File: config.mk
export PLATFORM = sky130hd
export DESIGN_NAME = hdlc_nrzi_bit_stuffing_transmitter_flat
export DESIGN_NICKNAME = d
export VERILOG_FILES = /design/src/hw/rtl/hnbs_pkg.sv /design/src/hw/rtl/hnbs_if.sv /design/src/hw/rtl/hnbs_crc.sv /design/src/hw/rtl/hdlc_nrzi_bit_stuffing_transmitter.sv /design/src/flat_wrapper.sv
export SDC_FILE = /design/constraint.sdc
export NUM_CORES = 1
export LEC_CHECK = 0
export BUFFER_PORTS_ARGS = -buffer_cell sky130_fd_sc_hd__buf_2
export CAP_MARGIN = 20
export CORE_AREA = 2 2 54 94
export DETAILED_ROUTE_END_ITERATION = 16
export DIE_AREA = 0 0 56 96
export PLACE_DENSITY = 0.71
export SLEW_MARGIN = 0
export SYNTH_ARGS = -nofsm -noshare
export SYNTH_HDL_FRONTEND = slang
export SYNTH_SLANG_ARGS = --single-unit
File: constraint.sdc
create_clock -name clk_i -period 4.3 [get_ports clk_i]
set_clock_uncertainty 0.15 [all_clocks]
set_input_delay 0.215 -clock clk_i [delete_from_list [all_inputs] [get_ports clk_i]]
set_output_delay 0.215 -clock clk_i [all_outputs]
set_load 0.01 [all_outputs]
File: src/hw/rtl/hnbs_pkg.sv
// Shared types and constants of the HDLC NRZI bit stuffing transmitter.
package hnbs_pkg;

  // Command codes carried by the command word.
  typedef enum logic [1:0] {
    CMD_STUFFED = 2'd0,
    CMD_FLAG    = 2'd1,
    CMD_START   = 2'd2,
    CMD_FCS     = 2'd3
  } cmd_e;

  // Sequencer states.
  typedef enum logic [1:0] {
    ST_IDLE,
    ST_DATA,
    ST_STUFF
  } state_e;

  // Control of the serial CRC unit for one cycle.
  typedef struct packed {
    logic init;
    logic shift;
    logic data;
  } crc_ctl_t;

  localparam logic [15:0] CRC_POLY    = 16'h8408;
  localparam logic [15:0] CRC_INIT    = 16'hFFFF;
  localparam logic [2:0]  RUN_MAX     = 3'd7;
  localparam logic [2:0]  STUFF_LIMIT = 3'd5;
  localparam logic [4:0]  BYTE_BITS   = 5'd8;
  localparam logic [4:0]  FCS_BITS    = 5'd16;

endpackage

File: src/hw/rtl/hnbs_if.sv
// Handshake interfaces for the command and symbol channels.
interface hnbs_cmd_if;
  logic       valid;
  logic       ready;
  logic [1:0] cmd;
  logic [7:0] data_byte;

  modport source (output valid, output cmd, output data_byte, input ready);
  modport sink (input valid, input cmd, input data_byte, output ready);
endinterface

interface hnbs_sym_if;
  logic valid;
  logic ready;
  logic tone;
  logic is_stuff;
  logic last;

  modport source (output valid, output tone, output is_stuff, output last, input ready);
  modport sink (input valid, input tone, input is_stuff, input last, output ready);
endinterface

File: src/hw/rtl/hnbs_crc.sv
// Bit-serial reflected CRC-16 register with polynomial 0x8408.
module hnbs_crc (
  input  logic              clk_i,
  input  logic              rst_ni,
  input  hnbs_pkg::crc_ctl_t ctl_i,
  output logic [15:0]       crc_o
);
  import hnbs_pkg::*;

  logic [15:0] crc_q;
  logic [15:0] crc_d;
  logic        fb;

  assign fb = crc_q[0] ^ ctl_i.data;

  always_comb begin
    crc_d = crc_q;
    if (ctl_i.init) begin
      crc_d = CRC_INIT;
    end else if (ctl_i.shift) begin
      crc_d = (crc_q >> 1) ^ (fb ? CRC_POLY : 16'h0000);
    end
  end

  always_ff @(posedge clk_i or negedge rst_ni) begin
    if (!rst_ni) begin
      crc_q <= CRC_INIT;
    end else begin
      crc_q <= crc_d;
    end
  end

  assign crc_o = crc_q;

endmodule

File: src/hw/rtl/hdlc_nrzi_bit_stuffing_transmitter.sv
// Top level of the bit-serial HDLC transmitter with NRZI coding and bit stuffing.
//
// Each command word is either a byte to send (with or without bit stuffing), a
// frame start that sets the CRC to all ones, or a request to send the frame
// check sequence. Bytes leave LSB first through a 16-bit shift register, one
// line symbol per clock cycle into an output register, so the symbol channel
// sees at most one word per cycle. A data 1 keeps the line level and a data 0
// toggles it; after five ones in a row on a stuffed byte an extra toggle is
// sent, flagged by is_stuff and kept out of the CRC. The FCS command loads
// the complemented CRC as it stood when the command was taken and sends it
// low byte first, stuffed, so it yields 16 to 20 symbols. A command is taken
// only while the sequencer is idle: a byte is loaded and then yields 8 to 10
// symbols and a frame start sends none and leaves the sequencer idle, the
// symbols paced by the single symbol produced per cycle and stretched by any
// cycle in which the symbol sink holds ready low. The last symbol of each byte
// or FCS carries last.
module hdlc_nrzi_bit_stuffing_transmitter (
  input  logic              clk_i,
  input  logic              rst_ni,
  hnbs_cmd_if.sink          cmd_i,
  hnbs_sym_if.source        sym_o
);
  import hnbs_pkg::*;

  state_e      state_q, state_d;
  logic [15:0] shreg_q, shreg_d;
  logic [4:0]  rem_q, rem_d;
  logic        stuffing_q, stuffing_d;
  logic [2:0]  ones_q, ones_d;
  logic        level_q, level_d;

  // Output register toward the symbol sink.
  logic        out_valid_q, out_valid_d;
  logic        tone_q, tone_d;
  logic        stuff_q, stuff_d;
  logic        last_q, last_d;

  logic        accept;
  logic        step;
  logic        bit_w;
  logic [2:0]  ones_inc;
  logic        need_stuff;
  logic [15:0] crc;
  crc_ctl_t    crc_ctl;

  hnbs_crc u_crc (
    .clk_i  (clk_i),
    .rst_ni (rst_ni),
    .ctl_i  (crc_ctl),
    .crc_o  (crc)
  );

  assign cmd_i.ready = (state_q == ST_IDLE);
  assign accept      = cmd_i.valid && cmd_i.ready;

  // While the sequencer is busy, a symbol is produced whenever the output register is free or being emptied.
  assign step = (state_q != ST_IDLE) && (!out_valid_q || sym_o.ready);

  assign bit_w      = shreg_q[0];
  assign ones_inc   = (ones_q == RUN_MAX) ? ones_q : ones_q + 3'd1;
  assign need_stuff = bit_w && stuffing_q && (ones_inc == STUFF_LIMIT);

  always_comb begin
    state_d    = state_q;
    shreg_d    = shreg_q;
    rem_d      = rem_q;
    stuffing_d = stuffing_q;
    ones_d     = ones_q;
    level_d    = level_q;
    tone_d     = tone_q;
    stuff_d    = stuff_q;
    last_d     = last_q;
    crc_ctl    = '{init: 1'b0, shift: 1'b0, data: bit_w};

    if (sym_o.ready) begin
      out_valid_d = 1'b0;
    end else begin
      out_valid_d = out_valid_q;
    end

    case (state_q)
      ST_IDLE: begin
        if (accept) begin
          case (cmd_e'(cmd_i.cmd))
            CMD_STUFFED, CMD_FLAG: begin
              shreg_d    = {8'h00, cmd_i.data_byte};
              rem_d      = BYTE_BITS;
              stuffing_d = (cmd_e'(cmd_i.cmd) == CMD_STUFFED);
              state_d    = ST_DATA;
            end
            CMD_START: begin
              crc_ctl.init = 1'b1;
            end
            CMD_FCS: begin
              shreg_d    = ~crc;
              rem_d      = FCS_BITS;
              stuffing_d = 1'b1;
              state_d    = ST_DATA;
            end
            default: begin
              state_d = ST_IDLE;
            end
          endcase
        end
      end
      ST_DATA: begin
        if (step) begin
          crc_ctl.shift = 1'b1;
          shreg_d       = shreg_q >> 1;
          rem_d         = rem_q - 5'd1;
          level_d       = bit_w ? level_q : ~level_q;
          ones_d        = need_stuff ? 3'd0 : (bit_w ? ones_inc : 3'd0);
          out_valid_d   = 1'b1;
          tone_d        = level_d;
          stuff_d       = 1'b0;
          last_d        = (rem_q == 5'd1) && !need_stuff;
          if (need_stuff) begin
            state_d = ST_STUFF;
          end else if (rem_q == 5'd1) begin
            state_d = ST_IDLE;
          end
        end
      end
      ST_STUFF: begin
        if (step) begin
          level_d     = ~level_q;
          out_valid_d = 1'b1;
          tone_d      = level_d;
          stuff_d     = 1'b1;
          last_d      = (rem_q == 5'd0);
          state_d     = (rem_q == 5'd0) ? ST_IDLE : ST_DATA;
        end
      end
      default: begin
        state_d = ST_IDLE;
      end
    endcase
  end

  always_ff @(posedge clk_i or negedge rst_ni) begin
    if (!rst_ni) begin
      state_q     <= ST_IDLE;
      ones_q      <= 3'd0;
      level_q     <= 1'b0;
      out_valid_q <= 1'b0;
      stuffing_q  <= 1'b0;
      rem_q       <= 5'd0;
    end else begin
      state_q     <= state_d;
      ones_q      <= ones_d;
      level_q     <= level_d;
      out_valid_q <= out_valid_d;
      stuffing_q  <= stuffing_d;
      rem_q       <= rem_d;
    end
  end

  always_ff @(posedge clk_i) begin
    shreg_q <= shreg_d;
    tone_q  <= tone_d;
    stuff_q <= stuff_d;
    last_q  <= last_d;
  end

  assign sym_o.valid    = out_valid_q;
  assign sym_o.tone     = tone_q;
  assign sym_o.is_stuff = stuff_q;
  assign sym_o.last     = last_q;

`ifndef SYNTHESIS
  // A pending stuff symbol always follows a cleared run of ones.
  a_stuff_clears_run: assert property (@(posedge clk_i) disable iff (!rst_ni)
    (out_valid_q && stuff_q) |-> (ones_q == 3'd0))
    else $error("stuff symbol pending with nonzero ones run");

  // Stuff bits are only inserted on stuffed bytes.
  a_stuff_only_when_on: assert property (@(posedge clk_i) disable iff (!rst_ni)
    (state_q == ST_STUFF) |-> stuffing_q)
    else $error("stuff state entered with stuffing off");

  // The sequencer returns to idle right after the symbol marked last.
  a_last_ends_item: assert property (@(posedge clk_i) disable iff (!rst_ni)
    (step && last_d) |=> (state_q == ST_IDLE))
    else $error("sequencer busy after last symbol");

  // A frame start leaves the CRC at its initial value.
  a_start_inits_crc: assert property (@(posedge clk_i) disable iff (!rst_ni)
    (accept && (cmd_e'(cmd_i.cmd) == CMD_START)) |=> (crc == CRC_INIT))
    else $error("CRC not initialized by frame start");
`endif

endmodule
File: src/flat_wrapper.sv
// flat-port wrapper written by rule: the top's interface ports become plain ports
module hdlc_nrzi_bit_stuffing_transmitter_flat import hnbs_pkg::*;
  (clk_i, rst_ni, cmd_i_valid, cmd_i_cmd, cmd_i_data_byte, cmd_i_ready, sym_o_valid, sym_o_tone, sym_o_is_stuff, sym_o_last, sym_o_ready);
  hnbs_cmd_if cmd_i_i ();
  hnbs_sym_if sym_o_i ();
  input  logic clk_i;
  input  logic rst_ni;
  input wire logic [$bits(cmd_i_i.valid)-1:0] cmd_i_valid;
  input wire logic [$bits(cmd_i_i.cmd)-1:0] cmd_i_cmd;
  input wire logic [$bits(cmd_i_i.data_byte)-1:0] cmd_i_data_byte;
  output wire logic [$bits(cmd_i_i.ready)-1:0] cmd_i_ready;
  output wire logic [$bits(sym_o_i.valid)-1:0] sym_o_valid;
  output wire logic [$bits(sym_o_i.tone)-1:0] sym_o_tone;
  output wire logic [$bits(sym_o_i.is_stuff)-1:0] sym_o_is_stuff;
  output wire logic [$bits(sym_o_i.last)-1:0] sym_o_last;
  input wire logic [$bits(sym_o_i.ready)-1:0] sym_o_ready;
  assign cmd_i_i.valid = cmd_i_valid;
  assign cmd_i_i.cmd = cmd_i_cmd;
  assign cmd_i_i.data_byte = cmd_i_data_byte;
  assign cmd_i_ready = cmd_i_i.ready;
  assign sym_o_valid = sym_o_i.valid;
  assign sym_o_tone = sym_o_i.tone;
  assign sym_o_is_stuff = sym_o_i.is_stuff;
  assign sym_o_last = sym_o_i.last;
  assign sym_o_i.ready = sym_o_ready;
  hdlc_nrzi_bit_stuffing_transmitter u_core (.clk_i(clk_i), .rst_ni(rst_ni), .cmd_i(cmd_i_i), .sym_o(sym_o_i));
endmodule
# Word-level counts from Yosys, hierarchy flattened
# Cells that the tools add are included.
# Widths: inputs -> output; s select.
# op_classes
n_addsub,2
eq_ne,14
mux,41
n_bitwise,4
n_reduce_logical,24
# ops
cell,n
$mux 16,5
$pmux 16 s2,2
$pmux 5 s2,2
$mux 1,16
$not 16->16,1
$xor 15x16->16,1
$mux 2,6
$mux 5,2
$reduce_bool 2->1,5
$mux 3,3
$pmux 1 s2,4
$eq 2x2->1 const B,3
$eq 3x3->1 const B,2
$pmux 2 s3,1
$reduce_and 3->1,2
$eq 5x1->1 const B,1
$logic_and 1x1->1,5
$logic_not 5->1,1
$reduce_and 5->1,1
$sub 5x1->5 const B,1
$eq 2x1->1 const B,2
$logic_not 2->1,2
$ne 2x1->1 const B,2
$ne 2x2->1 const B,2
11 further kinds,13
# word_totals
reg_bits,48
output_inout_bits,5
elab_cells,96

# Longest topological paths before layout
# Gate-level depths: netlist of run 1.
# logic_depth
ltp_word,8
depth_mapped,8

# Modules after synthesis
# From an unflattened synthesis of run 1, not the netlist that was laid out.
# hier_totals
cells_unflattened,226
hier_area_um2,2503.7
# modules_own_cells
module,n_inst,cells_per_inst,area_each_um2,seq_area_each_um2
hdlc_nrzi_bit_stuffing_transmitter,1,170,1762.9,895.9
hnbs_crc,1,56,740.7,420.4

# Worst setup path before layout of run 1
# OpenSTA, ideal clock, no wires.
# synth_timing
kind,register -> register
startpoint,register u_core.state_q[0]
endpoint,register u_core.shreg_q[0] (enable)
arrival_ns,1.472
setup_slack_ns,2.310
stages_incl_launch_ff,6
n_path_buf,0
synth_period_minus_slack_ns,1.990
cell_sequence,dfrtp_1 > inv_1 > ha_1 > and4bb_4 > a31oi_4 > inv_1
# synth_via
elab_chain_cells,4
# synth_lines
element,line_no,text
"start, declared",hdlc_nrzi_bit_stuffing_transmitter.sv:25,"state_e state_q, state_d;"
"start signal, assigned",hdlc_nrzi_bit_stuffing_transmitter.sv:149,state_q <= state_d;
$logic_not 2->1 (*),hdlc_nrzi_bit_stuffing_transmitter.sv:53,assign cmd_i.ready = (state_q == ST_IDLE);
named net cmd_i_ready,flat_wrapper.sv:11,output wire logic [$bits(cmd_i_i.ready)-1:0] cmd_i_ready;
$logic_and 1x1->1,hdlc_nrzi_bit_stuffing_transmitter.sv:54,assign accept = cmd_i.valid && cmd_i.ready;
$ne 2x2->1 (no line),--,
$reduce_and 4->1 (no line) (*),--,
"end signal, assigned",hdlc_nrzi_bit_stuffing_transmitter.sv:159,shreg_q <= shreg_d;
"end, declared",hdlc_nrzi_bit_stuffing_transmitter.sv:26,"logic [15:0] shreg_q, shreg_d;"
# Mark *: on every way through the listed nets, which the timed path passes. The rest lies on a longest branch.
# A chain may end at the register's enable or synchronous reset.

# Final worst setup path of run 1
# layout_timing
startpoint,register u_core.state_q[0]
endpoint,register u_core.shreg_q[0] (enable)
# layout_via
elab_chain_cells,4
# layout_lines
element,line_no
$logic_not 2->1 / $reduce_bool 2->1 (equally long branches),"hdlc_nrzi_bit_stuffing_transmitter.sv:53, hdlc_nrzi_bit_stuffing_transmitter.sv:81, hdlc_nrzi_bit_stuffing_transmitter.sv:57"
$logic_and 1x1->1 (on tied branches),"hdlc_nrzi_bit_stuffing_transmitter.sv:54, hdlc_nrzi_bit_stuffing_transmitter.sv:57"
$ne 2x2->1 (no line) / $ne 2x1->1 (equally long branches),--
$reduce_and 4->1 (no line) (*),--
# Every way passes the cells marked *; elsewhere a longest branch is shown, timed or not.

==> reports/metrics.yaml, run 1 <==
global_route:
  grt_first_pass_wirelength_um: 7630
  overflow: 0
  grt_max_degree: 37
  antenna_found_initial: 0
  grt_pass1_vias: 1675
  track_usage_pct: 18.4
sta:
  setup_violations: 0
  rsz0062_at_grt: "false"
  tns_ns: 0
  period_share_pct: 51.5
  maxSlewHeadroom_pct: 54.6
  fin_crit_ns: 2.21
  report.final.slew_viol_count: 0
  hold_viol: 0
  worst_slack_ns: 2.09
  max_freq_mhz: 452
  worstMarginPinSlew_ns: 0.681
critical_path:
  r2r-end: "u_core.shreg_q[0]$_DFFE_PP_"
  start_kind: "register"
  slowest_delay_ns: 0.53
  critical_path.startpoint: "u_core.state_q[0]$_DFFE_PN0P_"
  crit_type: "register to register"
  critPathBufInv: 2
  worst_ep_required_time_ns: 4.09
  r2r_start: "u_core.state_q[0]$_DFFE_PN0P_"
  r2r_cells: 5
  crit_family: "buffers and inverters"
  worst_setup_path_end_kind: "register"
  crit_path_end: "u_core.shreg_q[0]$_DFFE_PP_"
  worstPathMaxFanout: 17
  timing.critical_path.mode_cell: "inv_1"
  reg2reg_slack_ns: 2.09
  arrival_ns: 2.00
  worst-path-stages: 5
  path_cells: "inv_1 -> ha_1 -> and4bb_4 -> a31oi_4 -> inv_1"
  cp_slowest_cell: "inv_1"
hold_path:
  min_path_type: "primary input to register"
synthesis:
  synth-seq-cells: 48
  synth_area_sq_mm: 0.00244
  synth-main-ff-cell: "edfxtp_1"
  ys_types: 45
  synth_warnings: 0
  syn_nets: 253
  seq_area_frac_synth_pct: 54.0
  syn_avg_cell_area_sq_um: 10.7
  synth-async-reset-ratio_pct: 60.4
  synth_edf_count: 19
  synthCells: 228
cells_and_area:
  antenna_cells: 0
  drive_gt1_share_pct: 21.6
  final_core_util_pct: 57.4
  final_cell_area_sq_mm: 0.00265
  syn2layout_area_growth_pct: 8.94
  nets: 269
pwr:
  ir_worst_vdd_mv: 0.486
  p_per_area_mw_per_mm2: 796
  power.leakage_nw: 1.15
  p_total_w: 0.00211
floorplan:
  row_count: 33
  core_area_sq_mm: 0.00462
  dieArea_sq_mm: 0.00538
  io_pins: 19
  start_util_pct: 52.7
  die_y_um: 96
  die_w_um: 56
clock_tree:
  cts_tree: "yes"
  clock_latency_ns: 0.30
  cts_hold_buf: 1
  cts_setup_buffers: 0
  cts-root-buf: "clkbuf_8"
  clock-sinks: 48
  htreeDepth: 2
  numCtsBuffers: 5
  post_cts_resize_count: 0
  clockBufferDepth: 2
  path_clk_slew_ns: 0.08
drt:
  wl_um: 4670
  drt.antenna.violating_nets: 0
  dr.pass1.iters: 4
  drt-vias-per-instance: 5.63
  via_count: 1671
  wl_per_cell_um: 15.7
  drcViolationCount: 0
  drtIter0Drc: 40
place:
  dpl.hpwl_um: 3360
  gp_congestion: 0.789
  numPortBuffers: 18
  dp_slack_ns: 2.08
  place_area_sq_mm: 0.00253
job:
  drv_cap: 0
run_status:
  status: "finished, final reports clean"
-- power breakdown --
part | total, W | switching, W | internal, W
clock network | 0.000322 | 0.000150 | 0.000172
registers | 0.000970 | 0.000145 | 0.000825
logic | 0.000820 | 0.000492 | 0.000329
total | 0.00211 | 0.000786 | 0.00133
-- synth_stat cells (2+ instances only) --
cell / n / share of area, %
dfstp_2: 16 / 17
nor2b_1: 3 / 0.77
nor3_1: 2 / 0.41
xnor2_1: 4 / 1.4
dfrtp_1: 13 / 13
o22ai_1: 2 / 0.51
a31oi_1: 2 / 0.51
o21ai_0: 21 / 4.3
o31ai_1: 2 / 0.62
a21oi_1: 4 / 0.82
nand2_1: 41 / 6.3
mux2i_1: 9 / 3.7
inv_1: 18 / 2.8
nand3_1: 10 / 2.1
xor2_1: 2 / 0.72
ha_1: 11 / 5.6
o211ai_1: 11 / 3.4
buf_6: 2 / 0.92
buf_2: 4 / 0.82
clkbuf_1: 3 / 0.46
nor2_1: 5 / 0.77
nand2b_1: 2 / 0.51
edfxtp_1: 19 / 23
-- cells by family (layout without fill, tap and decap cells) --
| kind of cell | after synthesis | count (layout) | share of synthesized area (%) |
|---|---|---|---|
| muxes | 10 | 10 | 4.31 |
| and+or+nand+nor | 72 | 72 | 13.9 |
| AOI/OAI and AO/OA | 51 | 51 | 14.3 |
| xor gates and xnor gates | 6 | 6 | 2.16 |
| buffers and inverters | 30 | 47 | 5.65 |
| DFF | 48 | 48 | 54.0 |
| adders and majority gates | 11 | 11 | 5.65 |
-- worst reg2reg max path, delay by kind of cell, from the launching register on --
family          cells  cell delay (ns)
buf+inv             2             0.64
simple gates        1             0.30
flops               1             0.41
fa+ha+maj           1             0.29
compound gates      1             0.05
-- per-layer routing --
layer	GRT usage, %	share of wire (%)	wire, um
met1	20.4	42	1960
met2	34.3	54	2530
met3	3.49	2.0	93
met4	7.14	2.0	93
met5	0	0	0
-- placed cells by master, fill, tap and decap left out, types with 2 or more instances in the layout --
cell type / synthesis / routed
nor2_1: 5 / 5
dfrtp_1: 13 / 13
o211ai_1: 11 / 11
o31ai_1: 2 / 2
nand2b_1: 2 / 2
edfxtp_1: 19 / 19
xor2_1: 2 / 2
nor2b_1: 3 / 3
a31oi_1: 2 / 2
clkbuf_8: 0 / 5
nand2_1: 41 / 41
ha_1: 11 / 11
o21ai_0: 21 / 21
dfstp_2: 16 / 16
inv_1: 18 / 18
buf_2: 4 / 18
nand3_1: 10 / 10
xnor2_1: 4 / 4
a21oi_1: 4 / 4
nor3_1: 2 / 2
o22ai_1: 2 / 2
mux2i_1: 9 / 9
-- how the worst min path moves through the flow --
stage | startpoint | end | cells after the start
6_report | sym_o_ready | u_core.sym_o.valid$_DFF_PN0_ | 3
5_1_grt | sym_o_ready | u_core.sym_o.valid$_DFF_PN0_ | 3
4_1_cts | sym_o_ready | u_core.sym_o.valid$_DFF_PN0_ | 3
3_5_place_dp | rst_ni | u_core.level_q$_DFFE_PN0P_ | 1
3_3_place_gp | rst_ni | u_core.level_q$_DFFE_PN0P_ | 1
2_1_floorplan | rst_ni | u_core.level_q$_DFFE_PN0P_ | 0
-- stage by stage --
| step | hold slack (ns) | std cells |
|---|---|---|
| 2_1_floorplan | -0.231 | 228 |
| 3_3_place_gp | 0.129 | 288 |
| 3_5_place_dp | 0.137 | 288 |
| 4_1_cts | 0.111 | 297 |
| 5_1_grt | 0.127 | 297 |
| 6_report | 0.112 | 297 |
-- cell type report --
cell class,count,area (sq um)
sequential,48,1320
fill,399,1970
inverter,19,71.3
timing repair buffer,20,108
multi-input combinational,150,982
clock inverter,3,42.5
tap,52,65.1
clock buffer,5,68.8
-- registers in the layout, summed over array words and instances, names as in the netlist --
signal and flops:
u_core.level_q 1, u_core.ones_q 3, u_core.rem_q 5, u_core.shreg_q 16, u_core.state_q 2, u_core.stuffing_q 1
u_core.sym_o.is_stuff 1, u_core.sym_o.last 1, u_core.sym_o.tone 1, u_core.sym_o.valid 1, u_core.u_crc.crc_o 16
Power figures use the tool's default switching activity.
==> run 2, diff against run 1 <==
CORE_AREA = 2 2 55 95   (was 2 2 54 94)
DIE_AREA = 0 0 57 97   (was 0 0 56 96)
PLACE_DENSITY = 0.72   (was 0.71)
clock period = 1.93 ns   (was 4.3 ns; I/O delays follow)
==> run 2 against run 1 <==
Register-to-register slack lost 2.0 ns. Global-route usage grew 1.3 points. Sequential share of layout area shrank 2.3 points. Die area grew 2.8%. Critical path depth grew 1. Utilization grew 1.7 points. Cell area grew 4.9%. Sequential cell count is the same. First-iteration DRC count shrank 7.5%. Combinational power grew to 2.6 times the previous value. Clock-buffer cell count grew 1. Critical path type unchanged. Largest power group unchanged.
==> reports/metrics.yaml, run 2 (same netlist as run 1, synthesis figures left out) <==
drt:
  dr.pass1.iters: 4  # unchanged
  via_count: 1769  # +5.9%
  wl_um: 4890  # +4.6%
  drt-vias-per-instance: 5.72  # +1.8%
  wl_per_cell_um: 15.8  # +0.58%
  drcViolationCount: 0  # unchanged
  drt.antenna.violating_nets: 0  # unchanged
  drtIter0Drc: 37  # -7.5%
sta:
  maxSlewHeadroom_pct: 54.7  # +0.11 points
  tns_ns: 0  # unchanged
  worstMarginPinSlew_ns: 0.680  # -0.000891 ns
  setup_violations: 0  # unchanged
  period_share_pct: 96.3  # +45 points
  rsz0062_at_grt: "false"
  fin_crit_ns: 1.86  # -0.356 ns
  report.final.slew_viol_count: 0  # unchanged
  max_freq_mhz: 538  # +19%
  hold_viol: 0  # unchanged
floorplan:
  die_y_um: 97  # +1.0%
  core_area_sq_mm: 0.00471  # +1.8%
  io_pins: 19  # unchanged
  start_util_pct: 51.8  # -0.92 points
  die_w_um: 57  # +1.8%
  row_count: 33  # unchanged
  dieArea_sq_mm: 0.00553  # +2.8%
global_route:
  overflow: 0  # unchanged
  grt_pass1_vias: 1796  # +7.2%
  grt_first_pass_wirelength_um: 8470  # +11%
  grt_max_degree: 30  # -19%
  antenna_found_initial: 0  # unchanged
  track_usage_pct: 19.7  # +1.3 points
cells_and_area:
  final_core_util_pct: 59.1  # +1.7 points
  drive_gt1_share_pct: 26.1  # +4.4 points
  final_cell_area_sq_mm: 0.00278  # +4.9%
  multi_input_area_sq_um: 997  # +1.5%
  nets: 281  # +4.5%
  syn2layout_area_growth_pct: 14.2
  ff_latch_area_sq_mm: 0.00132  # about the same
  final_cell_mix: "41 x nand2_1, 21 x o21ai_0, 19 x edfxtp_1"
  final_common_cell: "nand2_1"
  n_fill_cell: 427  # +7.0%
  antenna_cells: 0  # unchanged
pwr:
  power.leakage_nw: 1.19  # +3.9%
  internal-power_w: 0.00306  # +130%
  ir_worst_vdd_mv: 1.04  # +110%
  p_switching_w: 0.00184  # +130%
  clock_power_share_pct: 13.0  # -2.2 points
  swShare_pct: 37.6  # +0.36 points
  pwr-share-comb_pct: 43.0  # +4.2 points
  seqPwrFrac_pct: 44.0  # -1.9 points
  p_per_area_mw_per_mm2: 1760  # +120%
critical_path:
  r2r-end: "u_core.shreg_q[3]$_DFFE_PP_"
  critical_path.startpoint: "u_core.state_q[0]$_DFFE_PN0P_"
  worst_ep_required_time_ns: 1.85  # -2.24 ns
  crit_path_end: "u_core.shreg_q[3]$_DFFE_PP_"
  reg2reg_slack_ns: 0.07  # -2.01 ns
  worstPathMaxFanout: 17  # unchanged
  crit_type: "register to register"
  arrival_ns: 1.78  # -0.22 ns
  worst_setup_path_end_kind: "register"
  r2r_start: "u_core.state_q[0]$_DFFE_PN0P_"
  r2r_cells: 6  # +1
  start_kind: "register"
hold_path:
  min_path_type: "primary input to register"
  min-delay-start: "cmd_i_cmd[1]"
clock_tree:
  cts_tree: "yes"
  htreeDepth: 2  # unchanged
  cts-root-buf: "clkbuf_8"
  clock_latency_ns: 0.31  # about the same
  clockBufferDepth: 2  # unchanged
  numCtsBuffers: 5  # unchanged
  path_clk_slew_ns: 0.09  # about the same
  clock-sinks: 48  # unchanged
job:
  drv_cap: 0  # unchanged
place:
  gp_congestion: 0.767  # -2.9%
  place_area_sq_mm: 0.00262  # +3.6%
  numPortBuffers: 18  # unchanged
  dpl.hpwl_um: 3450  # +2.5%
run_status:
  status: "finished, final reports clean"
==> run 2: cell count changes in the layout (fill, tap and decap cells not counted), sizes merged <==
cell | previous run | this run
inv | 19 | 18
dlygate4sd3 | 1 | 4
clkinv | 1 | 0
clkinvlp | 1 | 3
buf | 19 | 28
bufinv | 1 | 0
clkbuf | 5 | 6
==> run 2: timing repair <==
action                                  in CTS  in global routing
endpoints found under the hold margin       16                  0
gates resized for setup                      0                  3
hold buffers                                 4                  0
endpoints found under the setup margin       0                 31
buffers inserted                             0                  1
==> run 2: worst min-delay path by stage <==
| stage | endpoint | slack [ns] | cells after the start |
|---|---|---|---|
| finish | u_core.stuffing_q$_DFFE_PN0P_ | 0.009 | 3 |
| global route | u_core.stuffing_q$_DFFE_PN0P_ | 0.01 | 3 |
| CTS | u_core.shreg_q[1]$_DFFE_PP_ | 0.002 | 3 |
| detailed placement | u_core.level_q$_DFFE_PN0P_ | 0.02 | 1 |
| global placement | u_core.level_q$_DFFE_PN0P_ | 0.01 | 1 |
| floorplan | u_core.level_q$_DFFE_PN0P_ | -0.35 | 0 |
==> run 2: through the flow <==
step                total power (W)  setup slack, ns  hold slack [ns]  std cells
global route                0.00531           0.0153           0.0124        309
detailed placement          0.00424           0.0232           0.0152        296
global placement            0.00418           0.0840           0.0125        296
floorplan                   0.00360           0.0132           -0.349        228
finish                      0.00490           0.0719          0.00906        309
CTS                         0.00490          0.00669          0.00190        308
==> run 2: final cells by class <==
cell class | instances | share of cell area, %
sequential | 48 | 47.3
multi-input combinational | 150 | 35.8
timing repair buffer | 32 | 8.27
clock buffer | 6 | 2.97
inverter | 19 | 2.70
tap | 52 | 2.34
clock inverter | 2 | 0.540
==> run 2: worst max-delay path, cell delays in order (launching register included) <==
cell and delay (ns):
dfrtp_2 0.43, buf_4 0.15, ha_4 0.17, buf_4 0.16
a31oi_4 0.24, clkinvlp_4 0.15, buf_12 0.17
==> run 2: power by group through the flow <==
stage,logic (W),registers [W],clock network (W)
global placement,0.00202,0.00215,0
detailed placement,0.00207,0.00217,0
finish,0.00211,0.00215,0.000639
CTS,0.00209,0.00215,0.000652
global route,0.00238,0.00224,0.000687
floorplan,0.00152,0.00208,0
==> run 2: layer usage <==
metal,global-route usage [%],vias to the layer above,wire [um]
met5,0,-,0
met4,7.33,0,89
met3,2.94,8,120
met2,34.9,31,2720
met1,23.5,882,1960
li1,-,848,-
